**config.mk**
```make
export PLATFORM = sky130hd
export DESIGN_NAME = scanline_rle_sprite_decoder_flat
export DESIGN_NICKNAME = d
export VERILOG_FILES = /design/src/rtl/srd_pkg.sv /design/src/rtl/srd_in_if.sv /design/src/rtl/srd_out_if.sv /design/src/rtl/scanline_rle_sprite_decoder.sv /design/src/flat_wrapper.sv
export SDC_FILE = /design/constraint.sdc
export NUM_CORES = 1
export LEC_CHECK = 0
export ABC_CLOCK_PERIOD_IN_PS = 21500
export BUFFER_PORTS_ARGS = -buffer_cell sky130_fd_sc_hd__clkbuf_2
export CAP_MARGIN = 20
export CORE_MARGIN = 3
export CORE_UTILIZATION = 40
export CTS_CLUSTER_SIZE = 12
export DETAILED_ROUTE_END_ITERATION = 10
export PLACE_DENSITY = 0.55
export SYNTH_ARGS = -nofsm -noshare
export SYNTH_HDL_FRONTEND = slang
export SYNTH_SLANG_ARGS = --single-unit
```
**constraint.sdc**
```tcl
create_clock -name clk -period 21.5 [get_ports clk]
set_input_delay 2.15 -clock clk [delete_from_list [all_inputs] [get_ports clk]]
set_output_delay 2.15 -clock clk [all_outputs]
set_load 0.01 [all_outputs]
```
**src/rtl/srd_pkg.sv**
```systemverilog
`default_nettype none
// ----------------------------------------------------------------------------
// srd_pkg
// Shared widths, phase codes, register indexes, error codes and limits for the scanline
// run-length sprite decoder.
// ----------------------------------------------------------------------------
package srd_pkg;

	localparam int unsigned BYTE_W  = 8;
	localparam int unsigned PIX_W   = 16;
	localparam int unsigned COUNT_W = 16;
	localparam int unsigned ERR_W   = 2;
	localparam int unsigned SIZE_W  = 24;
	localparam int unsigned LINE_W  = 32;
	localparam int unsigned CFG_IDX_W = 2;

	// configuration register indexes
	localparam logic [CFG_IDX_W-1:0] CFG_WIDE_PIXELS = 2'd0;
	localparam logic [CFG_IDX_W-1:0] CFG_TRANSPARENT = 2'd1;
	localparam logic [CFG_IDX_W-1:0] CFG_DATA_SIZE   = 2'd2;
	localparam logic [CFG_IDX_W-1:0] CFG_CAPACITY    = 2'd3;

	// decoder phases
	localparam int unsigned PHASE_W = 3;
	localparam logic [PHASE_W-1:0] PH_HDR   = 3'd0;
	localparam logic [PHASE_W-1:0] PH_VALUE = 3'd1;
	localparam logic [PHASE_W-1:0] PH_COUNT = 3'd2;
	localparam logic [PHASE_W-1:0] PH_PAD   = 3'd3;
	localparam logic [PHASE_W-1:0] PH_DONE  = 3'd4;

	// error codes
	localparam logic [ERR_W-1:0] ERR_NONE     = 2'd0;
	localparam logic [ERR_W-1:0] ERR_LINE_LEN = 2'd1;
	localparam logic [ERR_W-1:0] ERR_CAPACITY = 2'd2;

	localparam int unsigned MAX_LINE_WORDS = 1000;
	localparam int unsigned HDR_BYTES      = 4;

endpackage
`default_nettype wire

```
**src/rtl/srd_in_if.sv**
```systemverilog
`default_nettype none
// ----------------------------------------------------------------------------
// srd_in_if
// Byte stream channel into the decoder: valid, ready and one encoded byte.
// ----------------------------------------------------------------------------
interface srd_in_if
	import srd_pkg::*;
();
	logic              valid;
	logic              ready;
	logic [BYTE_W-1:0] data_byte;

	modport source (output valid, output data_byte, input ready);
	modport sink   (input valid, input data_byte, output ready);
endinterface
`default_nettype wire

```
**src/rtl/srd_out_if.sv**
```systemverilog
`default_nettype none
// ----------------------------------------------------------------------------
// srd_out_if
// Run channel out of the decoder: valid, ready, run value, run count,
// end-of-image flag and error code.
// ----------------------------------------------------------------------------
interface srd_out_if
	import srd_pkg::*;
();
	logic               valid;
	logic               ready;
	logic [PIX_W-1:0]   run_value;
	logic [COUNT_W-1:0] run_count;
	logic               image_done;
	logic [ERR_W-1:0]   error_code;

	modport source (output valid, output run_value, output run_count,
		output image_done, output error_code, input ready);
	modport sink   (input valid, input run_value, input run_count,
		input image_done, input error_code, output ready);
endinterface
`default_nettype wire

```
**src/rtl/scanline_rle_sprite_decoder.sv**
```systemverilog
`default_nettype none
// ----------------------------------------------------------------------------
// scanline_rle_sprite_decoder
// Parses scanline headers, pixels and escape counts from an encoded byte
// stream and issues one clipped run per pixel value.
//
//   channel  dir  handshake      payload
//   stream   in   valid/ready    data_byte
//   runs     out  valid/ready    run_value, run_count, image_done, error_code
//   cfg      in   cfg_wr_en      cfg_index, cfg_data
//
// One byte per cycle: each byte updates the decoder state in the cycle it is
// taken and any run it causes lands in the output register on that edge.
// The output register decouples the sides: a byte is taken whenever the
// register is empty or is being emptied in the same cycle.
// Reset clears all control state; writing data_size_bytes restarts an image.
// ----------------------------------------------------------------------------
module scanline_rle_sprite_decoder
	import srd_pkg::*;
(
	input  wire logic                 clk,
	input  wire logic                 arst_n,
	input  wire logic                 cfg_wr_en,
	input  wire logic [CFG_IDX_W-1:0] cfg_index,
	input  wire logic [SIZE_W-1:0]    cfg_data,
	srd_in_if.sink                    stream,
	srd_out_if.source                 runs
);

	// configuration
	logic                  wide_q;
	logic [PIX_W-1:0]      transp_q;

	// decoder state
	logic [PHASE_W-1:0]    phase_q;
	logic [1:0]            hidx_q;
	logic [LINE_W-1:0]     line_q;
	logic [LINE_W-1:0]     data_q;
	logic [SIZE_W-1:0]     cap_q;
	logic [PIX_W-1:0]      held_q;
	logic [BYTE_W-1:0]     low_q;
	logic                  pad_q;
	logic [ERR_W-1:0]      err_q;

	// output register
	logic                  out_valid_q;
	logic [PIX_W-1:0]      out_value_q;
	logic [COUNT_W-1:0]    out_count_q;
	logic                  out_done_q;
	logic [ERR_W-1:0]      out_err_q;

	// next state
	logic [PHASE_W-1:0]    n_phase;
	logic [1:0]            n_hidx;
	logic [LINE_W-1:0]     n_line;
	logic [LINE_W-1:0]     n_data;
	logic [SIZE_W-1:0]     n_cap;
	logic [PIX_W-1:0]      n_held;
	logic [BYTE_W-1:0]     n_low;
	logic                  n_pad;
	logic [ERR_W-1:0]      n_err;

	logic                  res_valid;
	logic [PIX_W-1:0]      res_value;
	logic [COUNT_W-1:0]    res_count;
	logic                  res_done;
	logic [ERR_W-1:0]      res_err;

	logic                  take;

	assign stream.ready = !out_valid_q || runs.ready;
	assign take         = stream.valid && stream.ready;

	always_comb begin
		logic              idle;
		logic              emit_go;
		logic [PIX_W-1:0]  emit_val;
		logic [COUNT_W-1:0] emit_cnt;
		logic              chk_after;
		logic              do_end;
		logic [LINE_W-1:0] hdr_word;
		logic [LINE_W-1:0] s_len;
		logic [LINE_W-1:0] s_rnd;
		logic [LINE_W-1:0] len;
		logic [PIX_W-1:0]  word;
		logic [PIX_W-1:0]  t_val;
		logic [PIX_W-1:0]  w_rnd;
		logic [SIZE_W-2:0] avail;
		logic [COUNT_W-1:0] n_run;

		n_phase = phase_q;
		n_hidx  = hidx_q;
		n_line  = line_q;
		n_data  = data_q;
		n_cap   = cap_q;
		n_held  = held_q;
		n_low   = low_q;
		n_pad   = pad_q;
		n_err   = err_q;

		res_valid = 1'b0;
		res_value = '0;
		res_count = '0;
		res_done  = 1'b0;
		res_err   = ERR_NONE;

		emit_go   = 1'b0;
		emit_val  = '0;
		emit_cnt  = '0;
		chk_after = 1'b0;
		do_end    = 1'b0;
		hdr_word  = '0;
		s_len     = '0;
		s_rnd     = '0;
		len       = '0;
		word      = '0;
		t_val     = '0;
		w_rnd     = '0;
		avail     = '0;
		n_run     = '0;

		idle = (err_q != ERR_NONE) || (phase_q == PH_DONE) ||
			((phase_q == PH_HDR) && (data_q == '0 || data_q[LINE_W-1]));

		if (!idle) begin
			unique case (phase_q)
				PH_HDR: begin
					hdr_word = (hidx_q == 2'd0) ? '0 : line_q;
					hdr_word[{hidx_q, 3'b000} +: BYTE_W] = stream.data_byte;
					n_line = hdr_word;
					if (hidx_q == 2'(HDR_BYTES - 1)) begin
						n_hidx = 2'd0;
						if (wide_q) begin
							// signed halving, rounded toward zero
							s_len = hdr_word - LINE_W'(HDR_BYTES);
							s_rnd = s_len + {{(LINE_W-1){1'b0}}, s_len[LINE_W-1]};
							len   = {s_rnd[LINE_W-1], s_rnd[LINE_W-1:1]};
							if (!len[LINE_W-1] && len > LINE_W'(MAX_LINE_WORDS)) begin
								n_err     = ERR_LINE_LEN;
								res_err   = ERR_LINE_LEN;
								res_valid = 1'b1;
							end else begin
								n_data = data_q - (LINE_W'(HDR_BYTES) +
									{len[LINE_W-2:0], 1'b0});
								n_pad  = len[0];
								n_line = len;
							end
						end else begin
							n_data = data_q - hdr_word;
							n_pad  = 1'b0;
							n_line = hdr_word - LINE_W'(HDR_BYTES);
						end
						if (n_err == ERR_NONE) begin
							if (n_line == '0 || n_line[LINE_W-1]) begin
								do_end = 1'b1;
							end else begin
								n_phase = PH_VALUE;
							end
						end
					end else begin
						n_hidx = hidx_q + 2'd1;
					end
				end
				PH_VALUE, PH_COUNT: begin
					if (wide_q && hidx_q == 2'd0) begin
						n_low  = stream.data_byte;
						n_hidx = 2'd1;
					end else begin
						n_hidx = 2'd0;
						word   = wide_q ? {stream.data_byte, low_q}
							: {{(PIX_W-BYTE_W){1'b0}}, stream.data_byte};
						n_line = line_q - LINE_W'(1);
						if (phase_q == PH_VALUE) begin
							t_val = wide_q ? transp_q
								: {{(PIX_W-BYTE_W){1'b0}}, transp_q[BYTE_W-1:0]};
							if (word == t_val) begin
								n_held  = word;
								n_phase = PH_COUNT;
							end else begin
								emit_go   = 1'b1;
								emit_val  = word;
								emit_cnt  = COUNT_W'(1);
								chk_after = 1'b1;
							end
						end else begin
							// wide count: signed word halved toward zero
							w_rnd = word + {{(PIX_W-1){1'b0}}, word[PIX_W-1]};
							n_phase   = PH_VALUE;
							emit_go   = 1'b1;
							emit_val  = held_q;
							emit_cnt  = wide_q ? {w_rnd[PIX_W-1], w_rnd[PIX_W-1:1]} : word;
							chk_after = 1'b1;
						end
					end
				end
				PH_PAD: begin
					if (hidx_q == 2'd0) begin
						n_hidx = 2'd1;
					end else begin
						n_data = data_q - LINE_W'(2);
						n_pad  = 1'b0;
						do_end = 1'b1;
					end
				end
				default: begin
				end
			endcase

			if (emit_go) begin
				if (wide_q) begin
					avail = cap_q[SIZE_W-1:1];
					n_run = ({{(SIZE_W-1-COUNT_W){1'b0}}, emit_cnt} < avail)
						? emit_cnt : avail[COUNT_W-1:0];
					n_cap = cap_q - {{(SIZE_W-COUNT_W-1){1'b0}}, n_run, 1'b0};
					if (n_run < emit_cnt) begin
						n_err     = ERR_CAPACITY;
						res_err   = ERR_CAPACITY;
						res_valid = 1'b1;
					end
				end else begin
					n_run = ({{(SIZE_W-COUNT_W){1'b0}}, emit_cnt} < cap_q)
						? emit_cnt : cap_q[COUNT_W-1:0];
					n_cap = cap_q - {{(SIZE_W-COUNT_W){1'b0}}, n_run};
				end
				res_value = emit_val;
				res_count = n_run;
				if (n_run != '0) begin
					res_valid = 1'b1;
				end
			end

			if (chk_after && n_err == ERR_NONE && (n_line == '0 || n_line[LINE_W-1])) begin
				do_end = 1'b1;
			end

			// close the line: skip a pad word, else finish or await the next header
			if (do_end) begin
				n_hidx = 2'd0;
				if (n_pad) begin
					n_phase = PH_PAD;
				end else if (n_data == '0 || n_data[LINE_W-1]) begin
					n_phase   = PH_DONE;
					res_done  = 1'b1;
					res_valid = 1'b1;
				end else begin
					n_phase = PH_HDR;
				end
			end
		end
	end

	always_ff @(posedge clk or negedge arst_n) begin
		if (!arst_n) begin
			wide_q   <= 1'b0;
			transp_q <= '0;
			phase_q  <= PH_HDR;
			hidx_q   <= 2'd0;
			line_q   <= '0;
			data_q   <= '0;
			cap_q    <= '0;
			held_q   <= '0;
			low_q    <= '0;
			pad_q    <= 1'b0;
			err_q    <= ERR_NONE;
		end else if (cfg_wr_en) begin
			unique case (cfg_index)
				CFG_WIDE_PIXELS: wide_q <= cfg_data[0];
				CFG_TRANSPARENT: transp_q <= cfg_data[PIX_W-1:0];
				CFG_DATA_SIZE: begin
					data_q  <= {{(LINE_W-SIZE_W){1'b0}}, cfg_data};
					phase_q <= PH_HDR;
					hidx_q  <= 2'd0;
					line_q  <= '0;
					held_q  <= '0;
					low_q   <= '0;
					pad_q   <= 1'b0;
					err_q   <= ERR_NONE;
				end
				CFG_CAPACITY: cap_q <= cfg_data;
				default: begin
				end
			endcase
		end else if (take) begin
			phase_q <= n_phase;
			hidx_q  <= n_hidx;
			line_q  <= n_line;
			data_q  <= n_data;
			cap_q   <= n_cap;
			held_q  <= n_held;
			low_q   <= n_low;
			pad_q   <= n_pad;
			err_q   <= n_err;
		end
	end

	always_ff @(posedge clk or negedge arst_n) begin
		if (!arst_n) begin
			out_valid_q <= 1'b0;
		end else if (take && res_valid) begin
			out_valid_q <= 1'b1;
		end else if (runs.ready) begin
			out_valid_q <= 1'b0;
		end
	end

	// hold the payload until a new run replaces it
	always_ff @(posedge clk) begin
		if (take && res_valid) begin
			out_value_q <= res_value;
			out_count_q <= res_count;
			out_done_q  <= res_done;
			out_err_q   <= res_err;
		end
	end

	assign runs.valid      = out_valid_q;
	assign runs.run_value  = out_value_q;
	assign runs.run_count  = out_count_q;
	assign runs.image_done = out_done_q;
	assign runs.error_code = out_err_q;

	a_done_no_index: assert property (@(posedge clk) disable iff (!arst_n)
		phase_q == PH_DONE |-> hidx_q == 2'd0)
		else $error("header byte index left set after image end");

	a_pad_pending: assert property (@(posedge clk) disable iff (!arst_n)
		phase_q == PH_PAD |-> pad_q)
		else $error("pad phase entered without a pending pad word");

	a_error_freezes: assert property (@(posedge clk) disable iff (!arst_n)
		(take && err_q != ERR_NONE && !cfg_wr_en) |=> $stable(cap_q) && $stable(phase_q))
		else $error("decoder state moved while an error was latched");

endmodule
`default_nettype wire
```
**src/flat_wrapper.sv**
```systemverilog
// flat-port wrapper written by rule: the top's interface ports become plain ports
module scanline_rle_sprite_decoder_flat import srd_pkg::*;
  (clk, arst_n, cfg_wr_en, cfg_index, cfg_data, stream_valid, stream_data_byte, stream_ready, runs_valid, runs_run_value, runs_run_count, runs_image_done, runs_error_code, runs_ready);
  srd_in_if stream_i ();
  srd_out_if runs_i ();
  input  wire logic clk;
  input  wire logic arst_n;
  input  wire logic cfg_wr_en;
  input  wire logic [CFG_IDX_W-1:0] cfg_index;
  input  wire logic [SIZE_W-1:0] cfg_data;
  input wire logic [$bits(stream_i.valid)-1:0] stream_valid;
  input wire logic [$bits(stream_i.data_byte)-1:0] stream_data_byte;
  output wire logic [$bits(stream_i.ready)-1:0] stream_ready;
  output wire logic [$bits(runs_i.valid)-1:0] runs_valid;
  output wire logic [$bits(runs_i.run_value)-1:0] runs_run_value;
  output wire logic [$bits(runs_i.run_count)-1:0] runs_run_count;
  output wire logic [$bits(runs_i.image_done)-1:0] runs_image_done;
  output wire logic [$bits(runs_i.error_code)-1:0] runs_error_code;
  input wire logic [$bits(runs_i.ready)-1:0] runs_ready;
  assign stream_i.valid = stream_valid;
  assign stream_i.data_byte = stream_data_byte;
  assign stream_ready = stream_i.ready;
  assign runs_valid = runs_i.valid;
  assign runs_run_value = runs_i.run_value;
  assign runs_run_count = runs_i.run_count;
  assign runs_image_done = runs_i.image_done;
  assign runs_error_code = runs_i.error_code;
  assign runs_i.ready = runs_ready;
  scanline_rle_sprite_decoder u_core (.clk(clk), .arst_n(arst_n), .cfg_wr_en(cfg_wr_en), .cfg_index(cfg_index), .cfg_data(cfg_data), .stream(stream_i), .runs(runs_i));
endmodule
```
Word-level counts from Yosys, hierarchy flattened --
Cells that the tools add are included.
Storage, ports and cells: bits in registers 173, bits of input ports 39, output and inout port bits 37, word-level logic and storage cells 245
Cells by class: add/subtract/negate cells 12, order comparisons 4, eq/ne operators 19, shifts and indexed selects 2, multiplexer cells 141, bitwise operators 3, reductions and logical operators 48
Operators by type and width (count):
- 32-bit two-way mux | 22
- 16-bit two-way mux | 22
- 24-bit two-way mux | 6
- 32-bit zero test | 4
- 32-bit one-hot mux with 2 select lines | 2
- 32-bit subtractor | 2
- 2-bit two-way mux | 27
- 8-bit two-way mux | 6
- 3-bit two-way mux | 13
- 1-bit two-way mux | 38
- 3-bit by 32-bit adder with 32-bit output, first input constant | 1
- 32-bit by 1-bit adder with 32-bit output | 1
- 32-bit bitwise mux | 1
- 32-bit by 10-bit > comparator with 1-bit output, second input constant | 1
- 8-bit by 7-bit variable shift with 32-bit output, first input constant | 1
- 8-bit by 7-bit indexed part select with 32-bit output | 1
- 32-bit by 1-bit subtractor with 32-bit output, second input constant | 1
- 32-bit by 2-bit subtractor with 32-bit output, second input constant | 1
- 32-bit by 3-bit subtractor with 32-bit output, second input constant | 1
- 16-bit by 24-bit < comparator with 1-bit output | 1
- 24-bit by 16-bit subtractor with 24-bit output | 1
- 24-bit by 17-bit subtractor with 24-bit output | 1
- 16-bit by 23-bit < comparator with 1-bit output | 1
- 16-bit by 1-bit adder with 16-bit output | 1
- 36 further kinds | 73

Logic depth before layout (Yosys ltp) --
Gate-level depths: netlist of run 1.
depth in word-level cells 27, depth in mapped cells 47, depth with buffers taken out 42

Least setup slack after synthesis of run 1 --
OpenSTA, ideal clock, no wires.
path type in2reg, start input stream_data_byte[2], end register u_core.out_err_q[0], in the netlist u_core.runs.error_code[0] (enable), library setup time 0.432 ns, data arrival time 10.600 ns, required time 21.068 ns, slack 10.469 ns, stages on the path 34, path buffers 1, cells stage by stage nand4_1 -> a41oi_1 -> nor4_1 -> nand4_1 -> nor3_1 -> or2_2 -> clkbuf_1 -> inv_1 -> nor2_1 -> ha_1 -> nand2_1 -> a221oi_2 -> nand2b_1 -> a22oi_1 -> ha_1 -> inv_1 -> ha_1 -> o21a_1 -> and2_1 -> a32oi_1 -> a21oi_1 -> o21ai_0 -> a21oi_1 -> nand3_1 -> o21ai_0 -> o41ai_1 -> o21a_1 -> o21ai_0 -> xor2_1 -> a211oi_1 -> a211oi_1 -> nor3_1 -> a41oi_1 -> o21ai_1
On the way: word-level cells in the longest chain between the ends 25, elaborated cells between the ends (all ways) 91, classes of those cells 6 x add/sub; 4 x order compare; 1 x eq/ne; 1 x shift; 65 x mux; 14 x reduce/logical
RTL lines:
- start: declaration | RTL line flat_wrapper.sv:12 | input wire logic [$bits(stream_i.data_byte)-1:0] stream_data_byte;
- parallel branches: the longest is 22 deep, another holds 32-bit by 3-bit subtractor with 32-bit output
- 1-bit two-way mux (*) | RTL line scanline_rle_sprite_decoder.sv:237 | if (do_end) begin
- 1-bit two-way mux (*) | RTL line scanline_rle_sprite_decoder.sv:125 | if (!idle) begin
- 1-bit logical AND (*) | RTL line scanline_rle_sprite_decoder.sv:308 | if (take && res_valid) begin
- end signal: assignment | RTL line scanline_rle_sprite_decoder.sv:312 | out_err_q <= res_err;
- end: declaration | RTL line scanline_rle_sprite_decoder.sv:50 | logic [ERR_W-1:0] out_err_q;
Mark *: on every way between the ends. The select of a mux whose other input is x is not followed. A chain may end at the register's enable or synchronous reset.

Worst setup path after layout of run 1 --
start input stream_data_byte[3], end register u_core.out_value_q[12], in the netlist u_core.runs.run_value[12] (enable)
On the way: word-level cells in the longest chain between the ends 25, elaborated cells between the ends (all ways) 91, classes of those cells 6 x add/sub; 4 x order compare; 1 x eq/ne; 1 x shift; 65 x mux; 14 x reduce/logical
RTL lines:
- parallel branches: the longest is 22 deep, another holds 32-bit by 3-bit subtractor with 32-bit output
- 1-bit two-way mux (*) | RTL line scanline_rle_sprite_decoder.sv:237
- 1-bit two-way mux (*) | RTL line scanline_rle_sprite_decoder.sv:125
- 1-bit logical AND (*) | RTL line scanline_rle_sprite_decoder.sv:308
- end signal: assignment | RTL line scanline_rle_sprite_decoder.sv:309 | out_value_q <= res_value;
- end: declaration | RTL line scanline_rle_sprite_decoder.sv:47 | logic [PIX_W-1:0] out_value_q;
Marked as above.

==> results of run 1 <==
-- metrics by stage --
step           area, µm²  instances  utilization, %  hold slack [ps]
2_1_floorplan      21500       2915               -              462
3_3_place_gp       22700       3590            42.8              483
3_5_place_dp       22700       3590            42.8              489
4_1_cts            23300       3622            44.0              506
5_1_grt            23300       3623            44.0              543
6_report           23300       3623            44.0              514
-- layout by cell type, fill, tap and decap left out, types with 46 or more instances in the layout --
cell type and instances:
xor2_1 49, a22oi_1 46, xnor2_1 115, ha_1 171
o21ai_0 235, nand2_1 263, buf_4 67, nor2_1 262
clkbuf_2 74, inv_1 213, nor3_1 91, nand3_1 116
dfrtp_1 137, a21oi_1 211
-- how the worst min path moves through the flow --
| stage | to | start | slack (ps) |
|---|---|---|---|
| finish | u_core.low_q[1] | u_core.low_q[1] | 510 |
| global route | u_core.held_q[2] | u_core.held_q[2] | 540 |
| CTS | u_core.low_q[1] | u_core.low_q[1] | 510 |
| detailed placement | u_core.low_q[1] | u_core.low_q[1] | 490 |
| global placement | u_core.err_q[0] | u_core.err_q[0] | 480 |
| floorplan | u_core.low_q[1] | u_core.low_q[1] | 460 |
-- sequential cells by signal (all words and copies together) (netlist names), 3 cells and up --
register,count
u_core.cap_q,24
u_core.data_q,32
u_core.line_q,32
u_core.runs.run_value,16
u_core.transp_q,16
u_core.low_q,8
u_core.phase_q,3
u_core.runs.run_count,16
u_core.held_q,16
-- cells in the mapped netlist, types with 10 or more instances --
master,instances
or4_1,11
a21o_1,40
buf_1,22
nor2b_1,20
a21oi_1,212
or2_2,15
and2_1,13
nand4b_1,20
dfrtp_1,138
o22ai_1,26
a221oi_1,11
o21ai_0,236
inv_1,214
ha_1,172
o211ai_1,33
xor2_1,49
o31ai_1,30
a31oi_1,33
a22oi_1,46
nand2b_1,43
o41ai_1,12
nor2_1,267
nand2_1,265
mux2i_1,39
a21boi_0,20
or3_1,29
a32oi_1,16
mux2_2,28
o311ai_0,14
nand4_1,43
nor3_1,92
and3_1,27
nor4_1,43
clkbuf_1,111
a211oi_1,29
xnor2_1,115
buf_2,10
o21a_1,20
a41oi_1,10
a311oi_1,13
edfxtp_1,35
nand3_1,116
-- cell type report --
class	count	area, µm²	area share (%)
clock inverters	15	211	0.907
inverters	218	818	3.51
well taps	688	861	3.69
flip-flops and latches	173	4510	19.3
clock buffers	17	425	1.82
multi-input cells	2370	15600	66.9
repair buffers	142	885	3.79
-- critical path: cells and delay by family --
family	cells	cell delay, ps
simple gates	15	4300
compound gates	9	2730
xor+xnor	2	850
fa+ha+maj	3	930
mux	1	100
buf+inv	5	1250
-- cells by family after synthesis --
logic type,count (synthesis)
adders and majority gates,179
DFF,173
muxes,67
AOI/OAI and AO/OA,910
buffers and inverters,372
and+or+nand+nor,1050
xor gates and xnor gates,164
-- routing by layer --
layer	vias up	GRT usage, %	routed length, µm
li1	10800	-	-
met1	11700	46.5	42700
met2	1308	57.8	47200
met3	280	5.84	8530
met4	4	20.1	6670
met5	-	0	26
==> results.toml, run 1 <==
[run_status]
status = "finished clean"

[clock_tree]
clk_path_buf_depth = 2
cts.clk_slew.worst_paths_ps = 80
post_cts_resized = 0
ctsHtreeMaxLevel = 4
cts_buffers = 17
cts_hold_buf = 0
clkLatencyLatePin_ps = 510
cts_tree = "built"
cts_setup_buffers = 0
cts_sinks = 173
cts_root_buffer = "clkbuf_16"

[synthesis]
synth_top_family_by_area = "compound AO/OA/AOI/OAI gates"
synth_mux_area_share_pct = 3.28
synthTopCellsByArea = "dfrtp_1 16%, ha_1 10%, o21ai_0 5.5%, a21oi_1 4.9%, edfxtp_1 4.9%"
postSynth.asyncResetShare_pct = 79.8
yosysTopAreaCellShare_pct = 16.0
synth.avg_cell_area_um2 = 7.39
syn_nets = 3130
synth_area_leader_cell = "dfrtp_1"
ys_types = 102
synth_edf_count = 35
synthFlopType = "dfrtp_1"
yosysWarnings = 0
synth_xor_area_share_pct = 6.67
syn-instance-count = 2915
yosys.area_share.simple_pct = 24.2
synth_area_um2 = 21500
synth-adder-area-share_pct = 10.5
ys_ff_latch = 173
seq_area_frac_synth_pct = 20.9
synth_compound_area_share_pct = 27.6

[grt]
track_usage_pct = 36.1
antenna_found_initial = 4
gr-total-overflow = 0
grt_start_max_net_pins = 72
grt_pass1_wl_mm = 152
grt_pass1_vias = 22500

[die]
coreArea_um2 = 53000
fp.dieW_um = 238
std_cell_rows = 84
io_pins = 76
die_area_um2 = 56700
start_util_pct = 40.7
die_h_um = 238

[setup_path]
slowest_stage = "nor4_1"
regToRegEndpoint = "u_core.runs.run_value[12]"
cpPeakStageDelay_ps = 680
setup.worst_path.start = "stream_data_byte[3]"
cp.required_ps = 21650
crit_fanout = 35
crit_end = "u_core.runs.run_value[12]"
path_class = "primary input to flip-flop"
cpMostUsedCell = "nor2_1"
startpoint_type = "primary input"
reg2reg_setup_slack_ps = 9500
reg2reg_depth = 37
timing.rr.start = "u_core.hidx_q[0]"
cp-end-kind = "flip-flop"
cp_data_arrival_time_ps = 12380

[worst_hold_path]
whs_path_depth = 2
hold_class = "flip-flop to flip-flop"

[sta]
hold_viol_final = 0
drv_slew = 0
finalClockSkew_ps = 22.1
fmax_ghz = 0.0818
setup_tns_ps = 0
setup_slack_ps = 9270
tightest_slew_ps = 1170
finalSetupViolCount = 0
fin_crit_ps = 12230
period_share_pct = 56.9
rsz0062_at_grt = "no"
timing.slew.headroom_pct = 21.6

[placement]
place_hpwl_mm = 80.4
place_ws_ps = 9220
place.gp.congestion = 1.02
io_buffers = 75

[detailed_routing]
wl_per_cell_um = 29.0
drt-total-wl_mm = 105
first_pass_iters = 6
drtIter0Drc = 3106
avgViaCountPerCell = 6.64
drc = 0
dr_total_vias = 24100
ant_nets = 0

[finish]
final_nets = 3137
diodes = 0
fillers = 5587
syn_to_final_growth_pct = 8.27
drive_gt1_share_pct = 9.23

[flow_run]
maxCapViolations = 0
Power of run 1 is left out: the tool's default activity adds up to more than one toggle a clock period on the data nets, which glitch-free logic cannot reach.
==> inputs of run 2 (changes only) <==
- ABC_CLOCK_PERIOD_IN_PS: 21500 -> 11200
- PLACE_DENSITY: 0.55 -> 0.57
- clock period: 21.5 -> 11.2 ns (I/O delays scaled with it)
==> run 2 against run 1 <==
Critical path depth increased by 1. Final cell count increased by 0.61%. Setup slack lost 8700 ps. Wire length is 3.1% lower. Count of clock-buffer cells in the layout unchanged. Cell area is 0.69% higher. Critical endpoint is now u_core.runs.run_count[12]. Global-route usage shrank 0.96 points. Sequential share of layout area shrank 0.13 points. Core utilization rose by 0.30 points. Largest cell class unchanged.
==> results.toml, run 2 (synthesized netlist as in run 1, its figures left out) <==
[finish]
final_common_cell = "nand2_1"
drive_gt1_share_pct = 9.94
final_cell_mix = "264 x nand2_1, 262 x nor2_1, 235 x o21ai_0"
final_nets = 3159
reg_top3 = "u_core.data_q: 32 flops, u_core.line_q: 32 flops, u_core.cap_q: 24 flops"
diodes = 0
syn_to_final_growth_pct = 9.01

[sta]
timing.slew.headroom_pct = 18.9
fmax_ghz = 0.0943
finalSetupViolCount = 0
drv_slew = 0
setup_tns_ps = 0
fin_crit_ps = 10610
hold_viol_final = 0
period_share_pct = 94.7
tightest_slew_ps = 1190
finalClockSkew_ps = 15.6
rsz0062_at_grt = "no"

[grt]
gr-total-overflow = 0
grt_start_max_net_pins = 81
track_usage_pct = 35.1
grt_pass1_wl_mm = 149
grt_pass1_vias = 22700
antenna_found_initial = 0

[setup_path]
critPathBufInv = 5
crit_family = "simple AND/OR/NAND/NOR gates"
slowest_stage = "ha_1"
cp.required_ps = 11410
cpPeakStageDelay_ps = 900
crit_fanout = 28
path_class = "flip-flop to flip-flop"
cp_data_arrival_time_ps = 10810
cp-end-kind = "flip-flop"
startpoint_type = "flip-flop"

[detailed_routing]
drt-total-wl_mm = 102
dr_total_vias = 24000
avgViaCountPerCell = 6.59
wl_per_cell_um = 27.9
drc = 0
drtIter0Drc = 2843
ant_nets = 0
first_pass_iters = 6

[clock_tree]
cts.clk_slew.worst_paths_ps = 80
cts_tree = "built"
clk_path_buf_depth = 2
cts_sinks = 173
clkLatencyLatePin_ps = 510
cts_root_buffer = "clkbuf_16"
cts_buffers = 17
ctsHtreeMaxLevel = 4
cts_hold_buf = 0

[die]
fp.dieW_um = 238
die_area_um2 = 56700
io_pins = 76
start_util_pct = 40.7
std_cell_rows = 84
coreArea_um2 = 53000
die_h_um = 238

[worst_hold_path]
hold_class = "flip-flop to flip-flop"

[placement]
io_buffers = 75
place.gp.congestion = 1.04
place_hpwl_mm = 79.3

[run_status]
status = "finished clean"

[flow_run]
maxCapViolations = 0
==> run 2: layer usage <==
metal | GRT usage, % | share of wire (%) | up-vias
met3 | 5.78 | 8.0 | 277
li1 | - | - | 10800
met1 | 45.4 | 41 | 11700
met2 | 56.3 | 45 | 1254
met5 | 0 | 0 | -
met4 | 19.0 | 6.1 | 0
==> run 2: path summary, 6_finish.rpt <==
path	end	from	cells past startpoint	slack, ps
setup / recovery	u_core.runs.run_count[12]	u_core.hidx_q[1]	36	590
hold / removal	u_core.low_q[1]	u_core.low_q[1]	2	510
hold reg to reg	u_core.low_q[1]	u_core.low_q[1]	2	510
max in group asynchronous	u_core.line_q[1]	arst_n	2	9130
min in group asynchronous	u_core.cap_q[11]	arst_n	1	700
setup reg to reg	u_core.runs.run_count[12]	u_core.hidx_q[1]	36	590
==> run 2: through the flow <==
step | util, % | area, µm² | std cells | worst slack [ps] | hold WS, ps
after floorplan | - | 21500 | 2915 | 752 | 462
after global placement | 43.2 | 22900 | 3613 | 930 | 481
after detailed placement | 43.2 | 22900 | 3613 | 557 | 490
after CTS | 44.3 | 23500 | 3645 | 747 | 508
after global routing | 44.3 | 23500 | 3645 | 68.4 | 538
final | 44.3 | 23500 | 3645 | 594 | 509
==> run 2: layout make-up <==
class                   instances  area (µm²)
repair buffers                164        1070
flip-flops and latches        173        4510
inverters                     218         818
fillers                      5512       29500
multi-input cells            2370       15600
clock buffers                  17         425
well taps                     688         861
clock inverters                15         173
==> run 2: tightest hold or removal path: cells and delay by family (launching register included) <==
family	cells	cell delay, ps
compound gates	1	80
flops	1	340
simple gates	1	60
==> run 2: what timing repair did <==
action | 4_1_cts | 5_1_grt
gates resized for setup | 0 | 2
buffers inserted | 0 | 0
endpoints found under the setup margin | 0 | 32
Power of run 2 is left out for the same reason.
